--- src/rtl/core/lwc_pkg.sv ---
// ---------------------------------------------------------------------------
// lwc_pkg: shared definitions for the column width cache
// Sizes, operation and status codes, register indexes and the structs passed
// between the controller, the datapath and the top level.
// ---------------------------------------------------------------------------
package lwc_pkg;

  localparam int unsigned CACHE_ENTRIES = 128;
  localparam int unsigned KEY_BITS      = 16;
  localparam int unsigned WIDTH_BITS    = 8;
  localparam int unsigned STAMP_BITS    = 32;
  localparam int unsigned CACHE_LIMIT   = 100;
  localparam int unsigned CAPACITY      =
    (CACHE_ENTRIES < CACHE_LIMIT) ? CACHE_ENTRIES : CACHE_LIMIT;
  localparam int unsigned IDX_BITS      = $clog2(CACHE_ENTRIES);
  localparam int unsigned CNT_BITS      = $clog2(CACHE_ENTRIES + 1);
  localparam int unsigned FUNC_BITS     = 2;
  localparam int unsigned STATUS_BITS   = 2;
  localparam int unsigned CFG_IDX_BITS  = 2;

  typedef enum logic [FUNC_BITS-1:0] {
    FN_GET = 2'd0,
    FN_SET = 2'd1,
    FN_INC = 2'd2,
    FN_DEC = 2'd3
  } lwc_func_t;

  localparam logic [STATUS_BITS-1:0] ST_FOUND  = 2'd0;
  localparam logic [STATUS_BITS-1:0] ST_NO_ROW = 2'd1;
  localparam logic [STATUS_BITS-1:0] ST_ERROR  = 2'd2;
  localparam logic [STATUS_BITS-1:0] ST_UNUSED = 2'd3;

  localparam logic [CFG_IDX_BITS-1:0] CFG_MIN_WIDTH = 2'd0;
  localparam logic [CFG_IDX_BITS-1:0] CFG_MAX_WIDTH = 2'd1;
  localparam logic [CFG_IDX_BITS-1:0] CFG_DEF_WIDTH = 2'd2;

  localparam logic [WIDTH_BITS-1:0] MIN_WIDTH_RST = WIDTH_BITS'(1);
  localparam logic [WIDTH_BITS-1:0] MAX_WIDTH_RST = WIDTH_BITS'(255);
  localparam logic [WIDTH_BITS-1:0] DEF_WIDTH_RST = WIDTH_BITS'(10);

  typedef struct packed {
    logic [KEY_BITS-1:0]   key;
    logic [WIDTH_BITS-1:0] width;
    logic [STAMP_BITS-1:0] stamp;
  } lwc_rec_t;

  typedef struct packed {
    logic [FUNC_BITS-1:0]   func;
    logic [KEY_BITS-1:0]    column;
    logic [WIDTH_BITS-1:0]  new_width;
    logic [WIDTH_BITS-1:0]  fetched_width;
    logic [STATUS_BITS-1:0] fetch_status;
  } lwc_item_t;

  typedef struct packed {
    logic [WIDTH_BITS-1:0] width_out;
    logic                  hit;
    logic                  store_write;
    logic [KEY_BITS-1:0]   store_column;
    logic [WIDTH_BITS-1:0] store_width;
  } lwc_res_t;

  typedef struct packed {
    logic start;
    logic scan;
    logic finish;
  } lwc_cmd_t;

  typedef struct packed {
    logic scan_done;
    logic out_free;
  } lwc_sts_t;

endpackage

--- src/rtl/core/lwc_ctrl.sv ---
// ---------------------------------------------------------------------------
// lwc_ctrl: sequencer for the column width cache
// Accepts one request, runs the entry scan, then issues write-back and
// result load once the result register is free.
// ---------------------------------------------------------------------------
module lwc_ctrl (
  input  logic              clk,
  input  logic              rst_n,
  input  logic              in_valid,
  output logic              in_ready,
  input  lwc_pkg::lwc_sts_t sts,
  output lwc_pkg::lwc_cmd_t cmd
);
  import lwc_pkg::*;

  typedef enum logic [1:0] {
    S_IDLE,
    S_SCAN,
    S_FIN
  } state_t;

  state_t state_r;
  logic   in_ready_r;

  always_ff @(posedge clk) begin
    if (!rst_n) begin
      state_r    <= S_IDLE;
      in_ready_r <= 1'b1;
    end else begin
      case (state_r)
        S_IDLE: begin
          if (in_valid) begin
            state_r    <= S_SCAN;
            in_ready_r <= 1'b0;
          end
        end
        S_SCAN: begin
          if (sts.scan_done) begin
            state_r <= S_FIN;
          end
        end
        S_FIN: begin
          if (sts.out_free) begin
            state_r    <= S_IDLE;
            in_ready_r <= 1'b1;
          end
        end
        default: begin
          state_r    <= S_IDLE;
          in_ready_r <= 1'b1;
        end
      endcase
    end
  end

  assign in_ready   = in_ready_r;
  assign cmd.start  = in_valid && in_ready_r;
  assign cmd.scan   = (state_r == S_SCAN);
  assign cmd.finish = (state_r == S_FIN) && sts.out_free;

endmodule
--- config.mk ---
export PLATFORM = sky130hd
export DESIGN_NAME = lwc_ctrl
export DESIGN_NICKNAME = d
export VERILOG_FILES = /design/src/rtl/core/lwc_pkg.sv /design/src/rtl/core/lwc_ctrl.sv
export SDC_FILE = /design/constraint.sdc
export NUM_CORES = 1
export LEC_CHECK = 0
export BUFFER_PORTS_ARGS = -buffer_cell sky130_fd_sc_hd__buf_2
export CAP_MARGIN = 0
export CORE_AREA = 2 2 39 41
export DETAILED_ROUTE_END_ITERATION = 6
export DIE_AREA = 0 0 41 43
export GPL_TIMING_DRIVEN = 0
export SETUP_SLACK_MARGIN = 0.4
export SYNTH_ARGS = -nofsm -noshare
export SYNTH_HDL_FRONTEND = slang
export SYNTH_SLANG_ARGS = --single-unit
export TNS_END_PERCENT = 50
--- constraint.sdc ---
create_clock -name clk -period 1 [get_ports clk]
set_input_delay 0.15 -clock clk [delete_from_list [all_inputs] [get_ports clk]]
set_output_delay 0.15 -clock clk [all_outputs]
set_load 0.01 [all_outputs]
==> results of run 1 <==
[registers in the layout, indices dropped and copies added (netlist names)]
signal / count
in_ready: 1
state_r: 2
[per-stage QoR]
stage | util | hold WS (ns) | power, W | cell area [um^2] | setup TNS [ns]
floorplan | - | 0.2299 | 0.0001803 | 181.4 | 0
global placement | 0.1745 | 0.3471 | 0.0002081 | 241.5 | 0
detailed placement | 0.1745 | 0.3482 | 0.0002080 | 241.5 | 0
CTS | 0.2233 | 0.09653 | 0.0004506 | 309.0 | -0.005940
global route | 0.2459 | 0.1069 | 0.0004865 | 340.3 | -0.06526
finish | 0.2459 | 0.1079 | 0.0004595 | 340.3 | 0
[layer usage]
layer / vias up / global-route usage / part of all wire / routed length [um]
li1: 89 / - / - / -
met1: 77 / 0.04808 / 0.39 / 151
met2: 5 / 0.07188 / 0.51 / 201
met3: 0 / 0.03141 / 0.099 / 39
met4: 0 / 0.06000 / 0 / 0
met5: - / 0 / 0 / 0
[worst max-delay path: cells and delay by family, from the launching register on]
kind	cells	cell delay (ns)
flip-flops	1	0.38
buffers and inverters	1	0.10
AND/OR/NAND/NOR	2	0.13
[placed cells by master (no fill, tap or decap)]
master,instances
nor3b_1,1
or2_0,1
clkbuf_4,3
nor2_4,1
a21oi_2,1
a21oi_4,1
o21ai_1,1
buf_4,2
inv_1,1
and2_4,1
mux2i_1,1
nor2_1,1
dfxtp_4,2
nand2b_1,1
nand2_4,1
clkbuf_1,1
nor3b_2,1
buf_6,5
buf_2,4
nor2b_4,1
nor2b_2,1
dfxtp_2,1
[path summary, 6_finish.rpt]
kind / slack [ns] / endpoint / cells after the start
hold / removal: 0.11 / in_ready / 2
hold reg to reg: 0.48 / state_r[0] / 1
setup reg to reg: 0.08 / state_r[1] / 4
setup / recovery: 0.01 / cmd[0] / 3
[power groups by stage]
stage          clock, W  sequential (W)  combinational (W)
6_report       0.000210        0.000140           0.000109
2_1_floorplan         0        0.000145          0.0000353
3_3_place_gp          0        0.000145          0.0000634
4_1_cts        0.000224        0.000141          0.0000863
3_5_place_dp          0        0.000144          0.0000635
5_1_grt        0.000228        0.000141           0.000117
[logic make-up (layout without fill, tap and decap cells)]
kind of cell	Yosys count	count (layout)	share of synthesized area
AO/OA/AOI/OAI	3	3	0.09914
flip-flops	3	3	0.3967
buffers and inverters	1	16	0.02477
multiplexers	1	1	0.06612
AND/OR/NAND/NOR	10	10	0.4133
[final cells by class]
class	instances	area share
flip-flops and latches	3	0.2022
multi-input cells	14	0.3824
clock buffers	4	0.07721
repair buffers	11	0.2684
well taps	16	0.05882
inverters	1	0.01103
[what timing repair did]
action / CTS / global route
setup buffers: 2 / 1
endpoints found under the setup margin: 7 / 7
endpoints found under the hold margin: 0 / 0
gates resized for setup: 5 / 5
pin swaps: 6 / 3
==> flow_metrics.env, run 1 <==
export IMPL_status="completed"
export IMPL_cts_tree="done"
export IMPL_avgRoutedWirePerCell_um=8.000
export IMPL_p_per_area_nw_per_um2=1350
export IMPL_cp_cell_sequence="nand2_4 -> nor2_4 -> buf_6"
export IMPL_clockPowerShare=0.457
export IMPL_holdCritStartpoint="rst_n"
export IMPL_clock_sinks=3
export IMPL_syn_avg_cell_area_um2=8.411
export IMPL_synth_largest_area_cell="dfxtp_1"
export IMPL_dp_slack_ns=0.1663
export IMPL_ys_seq_area_frac=0.3967
export IMPL_worstMarginPinSlew_ns=0.2214
export IMPL_syn_area_um2=151.4
export IMPL_die_area_um2=1763
export IMPL_finalMaxSlewViolations=0
export IMPL_cts_buffer_depth=2
export IMPL_comb_power_share=0.238
export IMPL_power_switching_w=0.0001134
export IMPL_yosysMostFrequentCell="dfxtp_1"
export IMPL_syn_nets=23
export IMPL_cts_hold_fix_buffers=0
export IMPL_p_leak_nw=0.1492
export IMPL_die_height_um=43
export IMPL_power_internal_w=0.0003461
export IMPL_power_frac_seq=0.304
export IMPL_port_buffers=8
export IMPL_grt_overflow=0
export IMPL_final_antenna_net_count=0
export IMPL_diodes=0
export IMPL_max_freq_mhz=1011
export IMPL_antenna_found_initial=0
export IMPL_syn2layout_area_growth_pct=124.8
export IMPL_rows=14
export IMPL_insertion_delay_ns=0.23
export IMPL_maxCapViolCount=0
export IMPL_layout_min_cycle_time_ns=0.9892
export IMPL_ios=9
export IMPL_regArea_um2=68.82
export IMPL_layout_setup_ws_ns=0.01083
export IMPL_drt_pass1_iter_count=4
export IMPL_slowest_stage="dfxtp_4"
export IMPL_ys_async_sr_fraction=0
export IMPL_gp_congestion=0.6383
export IMPL_synth_area_leaders="dfxtp_1, nor2b_2, nor3b_1, a21oi_1, mux2i_1"
export IMPL_cts_buffers=3
export IMPL_cp_start_kind="flip-flop"
export IMPL_drive_gt1_frac=0.7576
export IMPL_vias=171
export IMPL_hold_violations=0
export IMPL_ys_warnings_count=0
export IMPL_r2r_start="state_r[0]"
export IMPL_dp_cells=42
export IMPL_final_cells=49
export IMPL_switching_share=0.2468
export IMPL_synth_edff_count=0
export IMPL_grt_usage=0.05316
export IMPL_synth_top_area_share=0.3967
export IMPL_die_x_um=41
export IMPL_dp_hpwl_um=277.5
export IMPL_rsz0062_at_grt="yes"
export IMPL_skew_ns=0.003132
export IMPL_synth_seq_cells=3
export IMPL_synth_top_flop_cell="dfxtp_1"
export IMPL_multi_input_comb_area_um2=130.1
export IMPL_drcViolationCount=0
export IMPL_drt_iter0_drc=2
export IMPL_critPathMaxFanout=6
export IMPL_initial_core_util=0.1094
export IMPL_grt_max_degree=7
export IMPL_timing_final_crit_share=0.9892
export IMPL_ir_worst_vdd_uv=534.3
export IMPL_ctsRootBufferMaster="clkbuf_4"
export IMPL_worstSetupPathType="flip-flop to primary output"
export IMPL_nFillCells=159
export IMPL_fin_nets=39
export IMPL_grt_pass1_wl_um=572
export IMPL_hold_path_class="input pin to flip-flop"
export IMPL_grt_pass1_vias=173
export IMPL_cts_reportedPaths_clkPinSlew_ns=0.04
export IMPL_synthCells=18
export IMPL_cp_arrival_ns=0.84
export IMPL_wirelength_um=392
export IMPL_h_tree_depth=1
export IMPL_slew_headroom=0.8518
export IMPL_via_per_inst=3.490
export IMPL_coreArea_um2=1384
export IMPL_setup_viol=0
export IMPL_max_stage_delay_ns=0.38
export IMPL_crit_required_ns=0.85
export IMPL_ys_top_cells_by_count="dfxtp_1, a21oi_1, nor2_1, nor2b_2, nor3b_1"
export IMPL_worstSetupStartpoint="state_r[1]"
export IMPL_endpoint_kind="primary output"
export IMPL_yosysUniqueCellTypes=12
Power figures use the tool's default switching activity.
==> run 2: changes to the inputs <==
Settings changed: CTS_BUF_LIST set to sky130_fd_sc_hd__clkbuf_8.
==> run 2 against run 1 <==
Net effect: clock power rose by 60%; non-clock buffer count fell by 1; fmax rose by 1.5%; setup slack improved by 0.015 ns; largest power group unchanged; final area rose by 2.2%; register-to-register slack barely moved; global-route usage rose by 0.20 points; via count fell by 1.2%; clock skew fell by 0.0027 ns; highest routed layer unchanged; hold slack improved by 0.021 ns; sequential share of layout area fell by 0.44 points; critical path type unchanged.
==> flow_metrics.env, run 2 (same netlist as run 1, synthesis figures left out) <==
export IMPL_rr_worst_depth=4
export IMPL_wirelength_um=414
export IMPL_total_power_w=0.0005777
export IMPL_clock_sinks=3
export IMPL_diodes=0
export IMPL_die_x_um=41
export IMPL_drt_pass1_iter_count=4
export IMPL_endpoint_kind="primary output"
export IMPL_worst_hold_slack_ns=0.1290
export IMPL_cp_arrival_ns=0.82
export IMPL_via_per_inst=3.521
export IMPL_largest_reg_flops=2
export IMPL_worstMarginPinSlew_ns=0.2224
export IMPL_timing_final_crit_share=0.9744
export IMPL_drcViolationCount=0
export IMPL_initial_core_util=0.1094
export IMPL_top_register="state_r"
export IMPL_grt_pass1_vias=179
export IMPL_die_area_um2=1763
export IMPL_hold_path_class="input pin to flip-flop"
export IMPL_final_cells=48
export IMPL_ios=9
export IMPL_r2r_start="state_r[0]"
export IMPL_cts_reportedPaths_clkPinSlew_ns=0.03
export IMPL_cts_tree="done"
export IMPL_drive_gt1_frac=0.7500
export IMPL_hold_end="in_ready"
export IMPL_ctsRootBufferMaster="clkbuf_8"
export IMPL_layout_common_cells="buf_2, buf_6, clkbuf_8"
export IMPL_slew_headroom=0.8511
export IMPL_ir_worst_vdd_uv=848.6
export IMPL_syn2layout_area_growth_pct=129.8
export IMPL_crit_required_ns=0.85
export IMPL_vias=169
export IMPL_layout_min_cycle_time_ns=0.9744
export IMPL_gp_congestion=0.6383
export IMPL_layout_setup_ws_ns=0.02558
export IMPL_final_antenna_net_count=0
export IMPL_h_tree_depth=1
export IMPL_worstSetupPathType="flip-flop to primary output"
export IMPL_antenna_found_initial=0
export IMPL_rsz0062_at_grt="yes"
export IMPL_finalMaxSlewViolations=0
export IMPL_max_freq_mhz=1026
export IMPL_hold_violations=0
export IMPL_setup_viol=0
export IMPL_insertion_delay_ns=0.21
export IMPL_cts_buffer_depth=2
export IMPL_cp_start_kind="flip-flop"
export IMPL_status="completed"
export IMPL_coreArea_um2=1384
export IMPL_cts_hold_fix_buffers=0
export IMPL_rr_endpoint="state_r[1]"
export IMPL_drt_iter0_drc=3
export IMPL_dp_hpwl_um=277.5
export IMPL_holdCritStartpoint="rst_n"
export IMPL_port_buffers=8
export IMPL_fin_nets=38
export IMPL_dp_cells=42
export IMPL_grt_overflow=0
export IMPL_grt_usage=0.05517
export IMPL_grt_pass1_wl_um=600
export IMPL_maxCapViolCount=0
export IMPL_cts_buffers=3
export IMPL_avgRoutedWirePerCell_um=8.625
export IMPL_die_height_um=43
export IMPL_rows=14
export IMPL_p_leak_nw=0.1552
export IMPL_grt_max_degree=7
export IMPL_holdPathStages=2
export IMPL_rrSetupSlack_ns=0.08
export IMPL_critPathMaxFanout=3
export IMPL_skew_ns=0.0004004
export IMPL_dp_slack_ns=0.1663
export IMPL_p_per_area_nw_per_um2=1661
run 2: per-stage QoR:
| step | instance area [um^2] | setup TNS (ns) | util |
|---|---|---|---|
| 2_1_floorplan | 181.4 | 0 | - |
| 3_3_place_gp | 241.5 | 0 | 0.1745 |
| 3_5_place_dp | 241.5 | 0 | 0.1745 |
| 4_1_cts | 321.6 | 0 | 0.2324 |
| 5_1_grt | 347.8 | -0.02361 | 0.2514 |
| 6_report | 347.8 | 0 | 0.2514 |
run 2: final cells by class:
cell class              count  area (um^2)
repair buffers             10        80.08
flip-flops and latches      3        68.82
inverters                   1        3.754
multi-input cells          14        130.1
well taps                  16        20.02
clock inverters             1        3.754
clock buffers               3        41.29
fillers                   157         1036
run 2: worst max-delay path by stage:
stage | start | endpoint | slack, ns | cells past startpoint
final | state_r[0] | cmd[1] | 0.03 | 2
after global routing | state_r[1] | cmd[0] | -0.02 | 3
after CTS | state_r[1] | cmd[0] | 0.02 | 3
after detailed placement | state_r[0] | cmd[1] | 0.17 | 2
after global placement | state_r[0] | cmd[1] | 0.16 | 2
after floorplan | in_ready | in_ready | 0.18 | 3
run 2: what timing repair did:
action / 4_1_cts / 5_1_grt
pin swaps: 1 / 2
gates resized for setup: 4 / 5
setup buffers: 2 / 0
setup endpoints to repair: 7 / 7
run 2: report_power, final:
group | switching (W) | leakage (nW) | total (W) | internal [W]
clock network | 0.0000759 | 0.0269 | 0.000337 | 0.000261
logic | 0.0000385 | 0.102 | 0.0000989 | 0.0000603
registers | 0.0000129 | 0.0260 | 0.000142 | 0.000129
total | 0.000127 | 0.155 | 0.000578 | 0.000450
run 2: per-layer routing:
layer / vias up / global-route usage / part of all wire
li1: 87 / - / -
met1: 77 / 0.04808 / 0.40
met2: 5 / 0.07813 / 0.54
met3: 0 / 0.03141 / 0.065
met4: 0 / 0.06000 / 0
met5: - / 0 / 0
run 2: worst max-delay path: stages, from the launching register on:
cell	delay, ns
dfxtp_4	0.35
nor2b_4	0.15
buf_6	0.11
==> run 3: changes to the inputs <==
Settings changed: GPL_TIMING_DRIVEN 0 to 1, RECOVER_POWER set to 100.
==> run 3 against run 2 <==
Net effect: total power is 1.5% lower; clock skew is 0.00073 ns higher; sequential power hardly changed; final cell count is 2.1% higher; register-to-register slack hardly changed.
==> flow_metrics.env, run 3 (same netlist as run 1, synthesis figures left out) <==
export IMPL_cts_buffers=3
export IMPL_dp_hpwl_um=277.9
export IMPL_grt_overflow=0
export IMPL_power_frac_seq=0.244
export IMPL_setup_viol=0
export IMPL_drcViolationCount=0
export IMPL_timing_final_crit_share=0.9688
export IMPL_grt_pass1_vias=184
export IMPL_ios=9
export IMPL_slew_headroom=0.9062
export IMPL_via_per_inst=3.571
export IMPL_cts_tree="done"
export IMPL_crit_family="flip-flops"
export IMPL_vias=175
export IMPL_clockPowerShare=0.605
export IMPL_die_height_um=43
export IMPL_initial_core_util=0.1094
export IMPL_cts_reportedPaths_clkPinSlew_ns=0.03
export IMPL_drt_pass1_iter_count=1
export IMPL_drt_iter0_drc=0
export IMPL_cp_start_kind="flip-flop"
export IMPL_final_common_cell="buf_2"
export IMPL_crit_required_ns=0.85
export IMPL_clock_sinks=3
export IMPL_worstSetupPathType="flip-flop to primary output"
export IMPL_ir_worst_vdd_uv=886.6
export IMPL_grt_usage=0.06212
export IMPL_syn2layout_area_growth_pct=119.0
export IMPL_finalMaxSlewViolations=0
export IMPL_power_switching_w=0.0001302
export IMPL_grt_pass1_wl_um=648
export IMPL_critPathMaxFanout=3
export IMPL_layout_common_cells="buf_2, clkbuf_8, buf_4"
export IMPL_endpoint_kind="primary output"
export IMPL_cp_arrival_ns=0.82
export IMPL_switching_share=0.2288
export IMPL_rows=14
export IMPL_max_freq_mhz=1032
export IMPL_top_register="state_r"
export IMPL_p_per_area_nw_per_um2=1716
export IMPL_fin_util=0.2396
export IMPL_rsz0062_at_grt="yes"
export IMPL_wirelength_um=416
export IMPL_fin_nets=39
export IMPL_diodes=0
export IMPL_hold_path_class="input pin to flip-flop"
export IMPL_comb_power_share=0.151
export IMPL_status="completed"
export IMPL_antenna_found_initial=0
export IMPL_grt_max_degree=5
export IMPL_cp_num_buf_inv=1
export IMPL_layout_min_cycle_time_ns=0.9688
export IMPL_p_leak_nw=0.1502
export IMPL_largest_reg_flops=2
export IMPL_power_internal_w=0.0004388
export IMPL_worstMarginPinSlew_ns=0.1368
export IMPL_cts_buffer_depth=2
export IMPL_ctsRootBufferMaster="clkbuf_8"
export IMPL_port_buffers=8
export IMPL_cts_hold_fix_buffers=0
export IMPL_die_x_um=41
export IMPL_gp_congestion=0.6795
export IMPL_final_antenna_net_count=0
export IMPL_skew_ns=0.001131
export IMPL_total_power_w=0.0005690
export IMPL_insertion_delay_ns=0.22
export IMPL_hold_violations=0
export IMPL_max_stage_delay_ns=0.35
export IMPL_maxCapViolCount=0
export IMPL_cp_cell_sequence="nor2b_4 -> buf_6"
export IMPL_slowest_stage="dfxtp_4"
export IMPL_tns_ns=0
export IMPL_h_tree_depth=1
export IMPL_die_area_um2=1763
export IMPL_coreArea_um2=1384
export IMPL_avgRoutedWirePerCell_um=8.490
export IMPL_drive_gt1_frac=0.6970
-- run 3: cell types whose count changed in the layout (fill, tap and decap cells not counted), sizes merged --
cell / previous run / this run
clkbuf: 3 / 5
buf: 10 / 9
-- run 3: cell type report --
| class | count | area [um^2] |
|---|---|---|
| clock inverter | 1 | 3.754 |
| multi-input combinational | 14 | 120.1 |
| sequential | 3 | 68.82 |
| clock buffer | 3 | 41.29 |
| fill | 161 | 1052 |
| inverter | 1 | 3.754 |
| timing repair buffer | 11 | 73.82 |
| tap | 16 | 20.02 |
-- run 3: power groups by stage --
stage / Combinational (W) / Sequential [W] / Clock [W]
2_1_floorplan: 0.0000353 / 0.000145 / 0
3_3_place_gp: 0.0000634 / 0.000145 / 0
3_5_place_dp: 0.0000633 / 0.000144 / 0
4_1_cts: 0.0000845 / 0.000139 / 0.000354
5_1_grt: 0.0000943 / 0.000140 / 0.000362
6_report: 0.0000859 / 0.000139 / 0.000344
-- run 3: final timing paths --
check,startpoint,endpoint,slack [ns],depth (start not counted)
max reg2reg,state_r[1],in_ready,0.08,4
min,rst_n,in_ready,0.13,2
min reg2reg,in_ready,in_ready,0.52,2
max,state_r[0],cmd[1],0.03,2
-- run 3: metrics by stage --
step / cells / worst slack (ns) / hold WS [ns] / cell area [um^2]
global route: 49 / 0.003708 / 0.1347 / 331.6
finish: 49 / 0.03125 / 0.1318 / 331.6
detailed placement: 42 / 0.1651 / 0.3500 / 241.5
global placement: 42 / 0.1634 / 0.3473 / 241.5
floorplan: 18 / 0.1820 / 0.2299 / 181.4
CTS: 49 / 0.02174 / 0.1239 / 329.1
-- run 3: routing by layer --
| metal | vias up | wire length [um] | track usage |
|---|---|---|---|
| li1 | 88 | - | - |
| met1 | 78 | 147 | 0.04792 |
| met4 | 0 | 19 | 0.08000 |
| met2 | 7 | 206 | 0.08750 |
| met5 | - | 0 | 0 |
| met3 | 2 | 43 | 0.03665 |
-- run 3: timing repair --
action                                  4_1_cts  5_1_grt
resized for setup                             4        1
buffers inserted                              3        0
pin swaps                                     1        0
endpoints found under the setup margin        7        7
